File: src/acm_pkg.sv
// Package with shared constants, types and helper functions for the arc coverage merge block.
`timescale 1ns / 1ps

package acm_pkg;

  localparam int MAX_ARCS  = 16;
  localparam int TURN_BITS = 16;

  localparam int ANG_W     = TURN_BITS + 1;
  localparam int IDX_W     = $clog2(MAX_ARCS);
  localparam int CNT_W     = $clog2(MAX_ARCS + 1);
  localparam int ACC_W     = ANG_W + 1;

  localparam int FIELD_W   = 17;
  localparam int LEN_OUT_W = 17;
  localparam int CNT_OUT_W = 5;

  localparam int S_TDATA_W = ((2 * FIELD_W + 7) / 8) * 8;
  localparam int M_TDATA_W = ((LEN_OUT_W + CNT_OUT_W + 7) / 8) * 8;

  localparam int CLAMP_W   = (FIELD_W > ANG_W) ? FIELD_W : ANG_W;
  localparam int LSAT_W    = (ACC_W > LEN_OUT_W) ? ACC_W : LEN_OUT_W;
  localparam int CSAT_W    = (CNT_W > CNT_OUT_W) ? CNT_W : CNT_OUT_W;

  localparam logic [ANG_W-1:0] ONE_TURN = {1'b1, {TURN_BITS{1'b0}}};

  typedef struct packed {
    logic             clr;
    logic             kill;
    logic             wr;
    logic [IDX_W-1:0] wr_idx;
    logic [ANG_W-1:0] wr_start;
    logic [ANG_W-1:0] wr_end;
  } store_cmd_t;

  // Angles above one full turn saturate to one turn.
  function automatic logic [ANG_W-1:0] clamp_angle(input logic [FIELD_W-1:0] v);
    logic [CLAMP_W-1:0] w;
    logic [CLAMP_W-1:0] one;
    begin
      w   = CLAMP_W'(v);
      one = CLAMP_W'(ONE_TURN);
      if (w > one) begin
        return ONE_TURN;
      end
      return ANG_W'(w);
    end
  endfunction

  function automatic logic [LEN_OUT_W-1:0] sat_len(input logic [ACC_W-1:0] a);
    logic [LSAT_W-1:0] w;
    logic [LSAT_W-1:0] lim;
    begin
      w   = LSAT_W'(a);
      lim = LSAT_W'({LEN_OUT_W{1'b1}});
      if (w > lim) begin
        return {LEN_OUT_W{1'b1}};
      end
      return LEN_OUT_W'(w);
    end
  endfunction

  function automatic logic [CNT_OUT_W-1:0] sat_count(input logic [CNT_W-1:0] c);
    logic [CSAT_W-1:0] w;
    logic [CSAT_W-1:0] lim;
    begin
      w   = CSAT_W'(c);
      lim = CSAT_W'({CNT_OUT_W{1'b1}});
      if (w > lim) begin
        return {CNT_OUT_W{1'b1}};
      end
      return CNT_OUT_W'(w);
    end
  endfunction

endpackage

File: src/acm_slot_store.sv
// Arc slot storage: per-slot valid bits, start and end registers, and the held-arc count.
`timescale 1ns / 1ps

module acm_slot_store (
  input  logic                          clk,
  input  logic                          rst,
  input  acm_pkg::store_cmd_t           cmd,
  input  logic [acm_pkg::IDX_W-1:0]     rd_idx,
  output logic                          rd_valid,
  output logic [acm_pkg::ANG_W-1:0]     rd_start,
  output logic [acm_pkg::ANG_W-1:0]     rd_end,
  output logic [acm_pkg::CNT_W-1:0]     count
);
  import acm_pkg::*;

  logic [MAX_ARCS-1:0] valid;
  logic [ANG_W-1:0]    slot_start [MAX_ARCS];
  logic [ANG_W-1:0]    slot_end   [MAX_ARCS];

  assign rd_valid = valid[rd_idx];
  assign rd_start = slot_start[rd_idx];
  assign rd_end   = slot_end[rd_idx];

  // The sequencer never kills and writes in the same cycle.
  always_ff @(posedge clk) begin
    if (rst) begin
      valid <= '0;
      count <= '0;
    end else if (cmd.clr) begin
      valid <= '0;
      count <= '0;
    end else if (cmd.kill) begin
      valid[rd_idx] <= 1'b0;
      count         <= count - CNT_W'(1);
    end else if (cmd.wr) begin
      valid[cmd.wr_idx] <= 1'b1;
      count             <= count + CNT_W'(1);
    end
  end

  always_ff @(posedge clk) begin
    if (cmd.wr) begin
      slot_start[cmd.wr_idx] <= cmd.wr_start;
      slot_end[cmd.wr_idx]   <= cmd.wr_end;
    end
  end

endmodule

File: src/acm_merge_unit.sv
// Shared merge unit: tests one stored arc against the growing piece and absorbs it on overlap.
`timescale 1ns / 1ps

module acm_merge_unit (
  input  logic                      clk,
  input  logic                      load,
  input  logic [acm_pkg::ANG_W-1:0] load_start,
  input  logic [acm_pkg::ANG_W-1:0] load_end,
  input  logic                      step_en,
  input  logic                      slot_valid,
  input  logic [acm_pkg::ANG_W-1:0] slot_start,
  input  logic [acm_pkg::ANG_W-1:0] slot_end,
  output logic                      hit,
  output logic [acm_pkg::ANG_W-1:0] ms,
  output logic [acm_pkg::ANG_W-1:0] me,
  output logic [acm_pkg::ANG_W-1:0] gain
);
  import acm_pkg::*;

  logic [ANG_W-1:0] absorbed;

  // Touching arcs count as overlapping.
  assign hit  = slot_valid && !((slot_end < ms) || (slot_start > me));
  assign gain = (me - ms) - absorbed;

  always_ff @(posedge clk) begin
    if (load) begin
      ms       <= load_start;
      me       <= load_end;
      absorbed <= '0;
    end else if (step_en && hit) begin
      absorbed <= absorbed + (slot_end - slot_start);
      if (slot_start < ms) begin
        ms <= slot_start;
      end
      if (slot_end > me) begin
        me <= slot_end;
      end
    end
  end

endmodule

File: src/arc_coverage_merge.sv
// Top level of the arc coverage merge block: stream ports, sequencer and output register.
`timescale 1ns / 1ps

// The block holds up to MAX_ARCS disjoint arcs on a circle and, for each offered arc,
// returns the newly covered length, an overflow flag and the number of arcs held. One
// transaction is taken at a time: s_tready is high only while the sequencer is idle. Each
// piece of an arc (a wrapping arc is two pieces) is merged by walking all slots one per
// cycle through a single compare-and-merge unit; the walk repeats while it absorbed
// anything, and the piece is then placed in a free slot. The result sits in an output
// register, so the next transaction is accepted while it waits to be taken.
module arc_coverage_merge (
  input  logic                          clk,
  input  logic                          rst,
  input  logic                          s_tvalid,
  output logic                          s_tready,
  // s_tdata fields from bit 0: arc_start[16:0], arc_end[33:17], zero fill.
  input  logic [acm_pkg::S_TDATA_W-1:0] s_tdata,
  // s_tuser fields from bit 0: clear_first.
  input  logic [0:0]                    s_tuser,
  output logic                          m_tvalid,
  input  logic                          m_tready,
  // m_tdata fields from bit 0: added_length[16:0], arc_count[21:17], zero fill.
  output logic [acm_pkg::M_TDATA_W-1:0] m_tdata,
  // m_tuser fields from bit 0: store_overflow.
  output logic [0:0]                    m_tuser
);
  import acm_pkg::*;

  typedef enum logic [1:0] {S_IDLE, S_WALK, S_PLACE, S_FINISH} state_t;

  state_t           state;
  logic [IDX_W-1:0] idx;
  logic             changed;
  logic             free_found;
  logic [IDX_W-1:0] free_idx;
  logic             second_pend;
  logic [ANG_W-1:0] e2;
  logic [ACC_W-1:0] added;
  logic             ovf;

  logic             accept;
  logic [ANG_W-1:0] in_s;
  logic [ANG_W-1:0] in_e;
  logic             wrap;
  logic             last;
  logic             changed_now;

  store_cmd_t       cmd;
  logic             rd_valid;
  logic [ANG_W-1:0] rd_start;
  logic [ANG_W-1:0] rd_end;
  logic [CNT_W-1:0] count;

  logic             load;
  logic [ANG_W-1:0] load_start;
  logic [ANG_W-1:0] load_end;
  logic             hit;
  logic [ANG_W-1:0] ms;
  logic [ANG_W-1:0] me;
  logic [ANG_W-1:0] gain;

  assign s_tready    = (state == S_IDLE);
  assign accept      = s_tvalid && s_tready;
  assign in_s        = clamp_angle(s_tdata[FIELD_W-1:0]);
  assign in_e        = clamp_angle(s_tdata[2*FIELD_W-1:FIELD_W]);
  assign wrap        = in_s > in_e;
  assign last        = (idx == IDX_W'(MAX_ARCS - 1));
  assign changed_now = changed || hit;

  assign load       = accept || ((state == S_PLACE) && second_pend);
  assign load_start = accept ? in_s : '0;
  assign load_end   = accept ? (wrap ? ONE_TURN : in_e) : e2;

  always_comb begin
    cmd          = '0;
    cmd.clr      = accept && s_tuser[0];
    cmd.kill     = (state == S_WALK) && hit;
    cmd.wr       = (state == S_PLACE) && free_found;
    cmd.wr_idx   = free_idx;
    cmd.wr_start = ms;
    cmd.wr_end   = me;
  end

  acm_slot_store u_store (
    .clk      (clk),
    .rst      (rst),
    .cmd      (cmd),
    .rd_idx   (idx),
    .rd_valid (rd_valid),
    .rd_start (rd_start),
    .rd_end   (rd_end),
    .count    (count)
  );

  acm_merge_unit u_merge (
    .clk        (clk),
    .load       (load),
    .load_start (load_start),
    .load_end   (load_end),
    .step_en    (state == S_WALK),
    .slot_valid (rd_valid),
    .slot_start (rd_start),
    .slot_end   (rd_end),
    .hit        (hit),
    .ms         (ms),
    .me         (me),
    .gain       (gain)
  );

  always_ff @(posedge clk) begin
    if (rst) begin
      state       <= S_IDLE;
      idx         <= '0;
      changed     <= 1'b0;
      free_found  <= 1'b0;
      second_pend <= 1'b0;
      m_tvalid    <= 1'b0;
    end else begin
      // In S_FINISH a new result may refill the register as the old one leaves.
      if (m_tvalid && m_tready && (state != S_FINISH)) begin
        m_tvalid <= 1'b0;
      end
      unique case (state)
        S_IDLE: begin
          if (accept) begin
            added       <= '0;
            ovf         <= 1'b0;
            second_pend <= wrap;
            e2          <= in_e;
            idx         <= '0;
            changed     <= 1'b0;
            free_found  <= 1'b0;
            state       <= S_WALK;
          end
        end
        S_WALK: begin
          // A slot freed by this walk counts as free; only the final walk,
          // which absorbs nothing, leaves its record standing.
          if (!free_found && (!rd_valid || hit) && !(last && changed_now)) begin
            free_found <= 1'b1;
            free_idx   <= idx;
          end
          if (last) begin
            idx <= '0;
            if (changed_now) begin
              changed    <= 1'b0;
              free_found <= 1'b0;
            end else begin
              state <= S_PLACE;
            end
          end else begin
            idx     <= idx + IDX_W'(1);
            changed <= changed_now;
          end
        end
        S_PLACE: begin
          if (free_found) begin
            added <= added + ACC_W'(gain);
          end else begin
            ovf <= 1'b1;
          end
          if (second_pend) begin
            second_pend <= 1'b0;
            idx         <= '0;
            changed     <= 1'b0;
            free_found  <= 1'b0;
            state       <= S_WALK;
          end else begin
            state <= S_FINISH;
          end
        end
        S_FINISH: begin
          if (!m_tvalid || m_tready) begin
            m_tvalid <= 1'b1;
            m_tdata  <= M_TDATA_W'({sat_count(count), sat_len(added)});
            m_tuser  <= ovf;
            state    <= S_IDLE;
          end
        end
        default: begin
          state <= S_IDLE;
        end
      endcase
    end
  end

endmodule

File: config.mk
export PLATFORM = sky130hd
export DESIGN_NAME = arc_coverage_merge
export DESIGN_NICKNAME = d
export VERILOG_FILES = /design/src/acm_pkg.sv /design/src/acm_slot_store.sv /design/src/acm_merge_unit.sv /design/src/arc_coverage_merge.sv
export SDC_FILE = /design/constraint.sdc
export NUM_CORES = 1
export LEC_CHECK = 0
export ABC_AREA = 1
export BUFFER_PORTS_ARGS = -buffer_cell sky130_fd_sc_hd__buf_2
export CAP_MARGIN = 20
export CELL_PAD_IN_SITES_DETAIL_PLACEMENT = 1
export CELL_PAD_IN_SITES_GLOBAL_PLACEMENT = 1
export CORE_MARGIN = 3
export CORE_UTILIZATION = 45
export CTS_BUF_LIST = sky130_fd_sc_hd__clkbuf_8
export CTS_CLUSTER_DIAMETER = 100
export DETAILED_ROUTE_END_ITERATION = 7
export PLACE_DENSITY = 0.7
export SYNTH_ARGS = -nofsm -noshare
export SYNTH_HDL_FRONTEND = slang
export SYNTH_HIERARCHICAL = 1
export SYNTH_SLANG_ARGS = --single-unit
export TNS_END_PERCENT = 30
File: constraint.sdc
create_clock -name clk -period 8.8 [get_ports clk]
set_input_delay 0.88 -clock clk [delete_from_list [all_inputs] [get_ports clk]]
set_output_delay 0.88 -clock clk [all_outputs]
set_load 0.1 [all_outputs]
==> results by stage <==
Outcome:
- The run finished with clean final reports.

Final layout:
- The sequential cells in the finished layout cover a total of 20,200 um2.
- Relative to the synthesized area, the layout overhead comes to 10.5%.
- In the final layout, the share of cells above drive strength 1 is 0.0938.
- Counting the fill cells in the layout gives 8,979.
- The final standard cell utilization of the core is 0.503.
- In the final layout, the multi-input gates occupy 13,100 um2.
- The count of placed standard cells in the final layout, fillers left out is 5,156.
- The finished cells cover 39,100 um2.
- The number of nets in the finished design is 4,232.

Routing:
- Summing over every cut layer, the via total after detailed routing is 26,500.
- For this block, the routed nets add up to 105,000 um of wire.
- For this block, wires on met1 add up to 46,800 um.
- The first-pass iteration count of the detailed router is 7.
- In the final routed layout, each cell accounts on average for 20.4 um.
- Signal routing reaches up to met4.
- The routed design uses 50,800 um of met2 wire.
- In the routed layout, each cell is associated on average with a via count of 5.15.
- The count of nets left with antenna violations once routing finished came out at 0.
- Summed over all nets, wire length on met3 after detailed routing comes to 4520 um.
- For this run, design rule violations remaining after detail routing come to 0.
- For this block, the initial DRC count from the detailed router was 1,833.

Power:
- In this run the power density over the cells is 202 nW/um2.
- VDD sags by at most 138 uV.
- The completed layout was analyzed and its total power is 7.89 mW.
- The standby leakage power is 17.6 nW.

Clock tree:
- The number of hold buffers added after CTS is 0.
- The clock reaches the later pin of the worst-skew pair after 0.74 ns.
- The clock-pin slew of the registers on the worst-case setup and hold paths is 0.06 ns.
- The TritonCTS clock tree is yes.
- Clock tree synthesis selected as its root buffer the cell sky130_fd_sc_hd__clkbuf_8.
- The number of clock buffers inserted by TritonCTS is 119.
- The post-CTS setup repair buffer count is 0.
- The clock drives 689 sinks.
- The maximum buffer depth of the clock tree is 3.
- After clock tree synthesis, the repair step resized 0 gates.
- CTS built an H-tree with a depth of 3.

Floorplanning:
- The initial utilization of the core area, before any placement, comes to 0.455.
- The core area is 77,700 um2.
- The floorplan step set the die height to 286 um.
- The x dimension of the die is 286 um.
- The number of rows in the core area is 102.
- The die area is 82,000 um2.
- The I/O pin total is 72.

Synth:
- The most used flip-flop cell after synthesis is sky130_fd_sc_hd__edfxtp_1.
- Measured against the total synthesized area, the mux share comes to 0.
- The count of flip-flops with a built-in enable after synthesis is 641.
- The number of warnings reported in the yosys synthesis log is 6.
- The share of the Yosys chip area taken by registers is 0.571.
- In this run the cell area of the synthesized design comes to 35,400 um2.
- Ranked by total cell area, the synthesized netlist is headed by sky130_fd_sc_hd__edfxtp_1, sky130_fd_sc_hd__nand2_1, sky130_fd_sc_hd__ha_1.
- The mean cell area of the mapped netlist is 8.98 um2.
- The post-synthesis async set-or-reset flop share is 0.
- By area, the combinational part of the netlist is dominated by simple AND/OR/NAND/NOR gates.
- The synthesized-area fraction occupied by ao, oa, aoi and oai cells came to 0.0311.
- In this run, synthesis produced a sequential element count of 689.
- Counting every instance in the synthesized netlist gives 3,938.
- The fraction of the mapped netlist area in adder cells is 0.0677.
- The share of the synthesized netlist area taken by xor and xnor gates is 0.00743.
- The fraction of post-synthesis cell area in the top cell type by area is 0.544.
- The library cell with the largest summed area after synthesis is sky130_fd_sc_hd__edfxtp_1.
- Of the total synthesized cell area, the portion taken by AND, OR, NAND and NOR gates is 0.259.
- Synthesis instantiated 53 different standard cells from the library.

Global routing:
- The maximum number of pins on one net before global-route repair is 131.
- The leftover overflow at the end of global routing is 0.
- The total routing usage reported by global routing is 0.257.
- The first-pass GRT wire length is 159,000 um.
- The number of antenna violations at the first check in global routing came to 2.
- The via count of the first global-routing pass is 27,100.

Critical path:
- On the worst path, the slowest cell contributes a delay of 1.00 ns.
- Measured in cells, the most critical reg-to-reg path has a length of 18.
- Along the worst path, the maximum fanout reaches 109.
- The worst setup path is launched from a register.
- The worst endpoint required time is 9.15 ns.
- The cell that appears most often on the critical path is sky130_fd_sc_hd__nand2_1.
- At the worst endpoint, the arrival time is 6.12 ns.
- The setup path with the least slack is of type register to register.
- The sum of buffers and inverters on the critical path is 3.
- On the critical path, the stage with the largest delay is an instance of sky130_fd_sc_hd__o21ai_2.
- The endpoint identified for the worst register-to-register timing path is u_merge/me[12].
- The signal on the critical path passes through inv_8 > buf_4 > nand2_1 > nand2_1 > nand2_1 > nand2_1 > nand2_1 > nand2_1 > inv_1 > nand2_1 > ha_1 > a21oi_1 > o21ai_0 > a21oi_1 > nand2_1 > nand2_4 > nand3_4 > o21ai_2.
- Grouping stages by cell kind, the critical path spends the most delay in simple AND/OR/NAND/NOR gates.
- The worst register-to-register path begins at idx[0].
- The minimum setup slack among reg-to-reg paths is 3.03 ns.
- The worst setup path is captured at a register.

Hold path:
- The worst hold-check path type is input port to register.
- The number of cells on the worst hold path is 1.
- The endpoint of the worst hold path is e2[16].
- The worst min-delay path startpoint is s_tdata[33].

Placement:
- The number of placed instances, taps included, is 4,935.
- After detailed placement, the total cell area comes to 36,700 um2.
- In this run the tool buffered the top-level ports with 63 buffer cells.
- Detailed placement ended at an HPWL of 65,700 um.
- The worst slack after detailed placement is 3.05 ns.
- The global placement routability congestion is 0.841.

STA:
- Setup repair after global routing left no endpoint under its margin.
- The top achievable clock speed is 173 MHz.
- In this run the tightest slew margin relative to its limit is 0.275.
- The number of max-slew violations in the final report is 0.
- For the final routed database, the setup TNS stands at 0 ns.
- The final count of hold timing violations came to 0.
- The ratio of final minimum period to clock period is 0.656.
- The post-layout worst setup margin is 3.03 ns.
- The worst clock skew is 0.0488 ns.
- The clock period could shrink to 5.77 ns.
- The minimum hold slack is 0.419 ns.
- The number of endpoints failing setup at the final stage is 0.
- At the pin with the least slew margin, the transition time is 1.09 ns.

Job:
- The total of max-cap violations is 0.
==> flip-flops by register name (all words and copies together), names as in the netlist, 2 cells and up <==
signal              count
u_store/slot_end      272
e2                     17
u_merge/me             17
free_idx                4
u_store/count           5
u_merge/absorbed       17
state                   2
u_store/valid          16
idx                     4
u_merge/ms             17
added                  18
m_tdata                22
u_store/slot_start    272
==> cell usage after synthesis (3+ instances only) <==
master,count
sky130_fd_sc_hd__a21o_1,6
sky130_fd_sc_hd__a21oi_1,108
sky130_fd_sc_hd__a31oi_1,6
sky130_fd_sc_hd__and2_1,3
sky130_fd_sc_hd__buf_1,5
sky130_fd_sc_hd__buf_2,77
sky130_fd_sc_hd__buf_4,6
sky130_fd_sc_hd__buf_6,11
sky130_fd_sc_hd__clkbuf_1,46
sky130_fd_sc_hd__clkinv_1,10
sky130_fd_sc_hd__dfxtp_1,48
sky130_fd_sc_hd__edfxtp_1,641
sky130_fd_sc_hd__fa_1,34
sky130_fd_sc_hd__ha_1,137
sky130_fd_sc_hd__inv_1,361
sky130_fd_sc_hd__inv_2,14
sky130_fd_sc_hd__nand2_1,1945
sky130_fd_sc_hd__nand2_2,31
sky130_fd_sc_hd__nand3_1,45
sky130_fd_sc_hd__nand3_2,3
sky130_fd_sc_hd__nand3b_1,8
sky130_fd_sc_hd__nand4_1,29
sky130_fd_sc_hd__nand4_2,3
sky130_fd_sc_hd__nor2_1,160
sky130_fd_sc_hd__nor2_2,14
sky130_fd_sc_hd__nor2_4,4
sky130_fd_sc_hd__nor3_1,35
sky130_fd_sc_hd__o21a_1,4
sky130_fd_sc_hd__o21ai_0,65
sky130_fd_sc_hd__o21ai_1,5
sky130_fd_sc_hd__or2_2,20
sky130_fd_sc_hd__xnor2_1,14
sky130_fd_sc_hd__xor2_1,16
==> cells in the final DEF (no fill, tap or decap), types with 4 or more instances in the layout <==
| cell type | synthesis | final |
|---|---|---|
| sky130_fd_sc_hd__nand2_1 | 1945 | 1944 |
| sky130_fd_sc_hd__edfxtp_1 | 641 | 641 |
| sky130_fd_sc_hd__inv_1 | 361 | 397 |
| sky130_fd_sc_hd__nor2_1 | 160 | 147 |
| sky130_fd_sc_hd__ha_1 | 137 | 137 |
| sky130_fd_sc_hd__clkbuf_8 | 0 | 129 |
| sky130_fd_sc_hd__a21oi_1 | 108 | 106 |
| sky130_fd_sc_hd__o21ai_0 | 65 | 65 |
| sky130_fd_sc_hd__buf_2 | 77 | 63 |
| sky130_fd_sc_hd__dfxtp_1 | 48 | 46 |
| sky130_fd_sc_hd__nand3_1 | 45 | 45 |
| sky130_fd_sc_hd__buf_4 | 6 | 37 |
| sky130_fd_sc_hd__clkinv_1 | 10 | 35 |
| sky130_fd_sc_hd__fa_1 | 34 | 34 |
| sky130_fd_sc_hd__nand2_2 | 31 | 32 |
| sky130_fd_sc_hd__nand4_1 | 29 | 29 |
| sky130_fd_sc_hd__nor3_1 | 35 | 29 |
| sky130_fd_sc_hd__or2_2 | 20 | 20 |
| sky130_fd_sc_hd__nor2_4 | 4 | 17 |
| sky130_fd_sc_hd__xor2_1 | 16 | 16 |
| sky130_fd_sc_hd__clkinv_2 | 0 | 15 |
| sky130_fd_sc_hd__nor2_2 | 14 | 14 |
| sky130_fd_sc_hd__xnor2_1 | 14 | 14 |
| sky130_fd_sc_hd__inv_2 | 14 | 13 |
| sky130_fd_sc_hd__nand3b_1 | 8 | 8 |
| sky130_fd_sc_hd__nor3_2 | 1 | 7 |
| sky130_fd_sc_hd__bufinv_16 | 0 | 7 |
| sky130_fd_sc_hd__a21o_1 | 6 | 6 |
| sky130_fd_sc_hd__a31oi_1 | 6 | 6 |
| sky130_fd_sc_hd__a21oi_2 | 2 | 4 |
| sky130_fd_sc_hd__o21a_1 | 4 | 4 |
| sky130_fd_sc_hd__o21ai_1 | 5 | 4 |
| sky130_fd_sc_hd__buf_12 | 1 | 4 |
==> power breakdown <==
part	switching, mW	leakage (nW)	total (mW)	internal (mW)
registers	0.0955	6.21	3.73	3.64
logic	0.856	9.99	1.24	0.385
clock network	1.36	1.35	2.91	1.56
==> layout make-up <==
cell class                      count  share of cell area
Timing Repair Buffer              104              0.0172
Tap cell                         1040              0.0333
Sequential cell                   689               0.517
Antenna cell                        1           0.0000640
Clock inverter                     91              0.0153
Inverter                          386              0.0374
Clock buffer                      129              0.0454
Multi-Input combinational cell   2716               0.334
==> metal layers <==
layer,GRT usage,vias up
li1,-,12700
met1,0.343,13100
met2,0.441,555
met3,0.0294,154
met4,0.0770,0
met5,0,-
==> worst reg2reg max path, delay by kind of cell (launching register included) <==
| family | cells | cell delay [ns] |
|---|---|---|
| simple gates | 10 | 1.69 |
| compound gates | 4 | 1.51 |
| buf+inv | 3 | 1.36 |
| flops | 1 | 0.51 |
| fa+ha+maj | 1 | 0.34 |
==> cells by family (layout without fill, tap and decap cells) <==
group                    after synthesis  in the layout
XOR/XNOR                              30             30
adder cells (fa/ha/maj)              171            171
buffers and inverters                534            710
AND/OR/NAND/NOR                     2307           2307
other                                  1              3
flip-flops                           689            689
AO/OA/AOI/OAI                        206            206
==> how the worst max path moves through the flow <==
stage	end	cells past startpoint	slack [ns]	start
3_5_place_dp	u_merge/me[13]	18	3.05	idx[0]
6_report	u_merge/me[12]	18	3.03	idx[0]
2_1_floorplan	u_store/count[4]	34	4.78	idx[0]
5_1_grt	u_merge/me[2]	18	2.61	idx[0]
3_3_place_gp	u_merge/me[4]	18	3.14	idx[0]
4_1_cts	u_merge/me[10]	18	2.99	idx[0]
(Power assumes the default switching activity.)
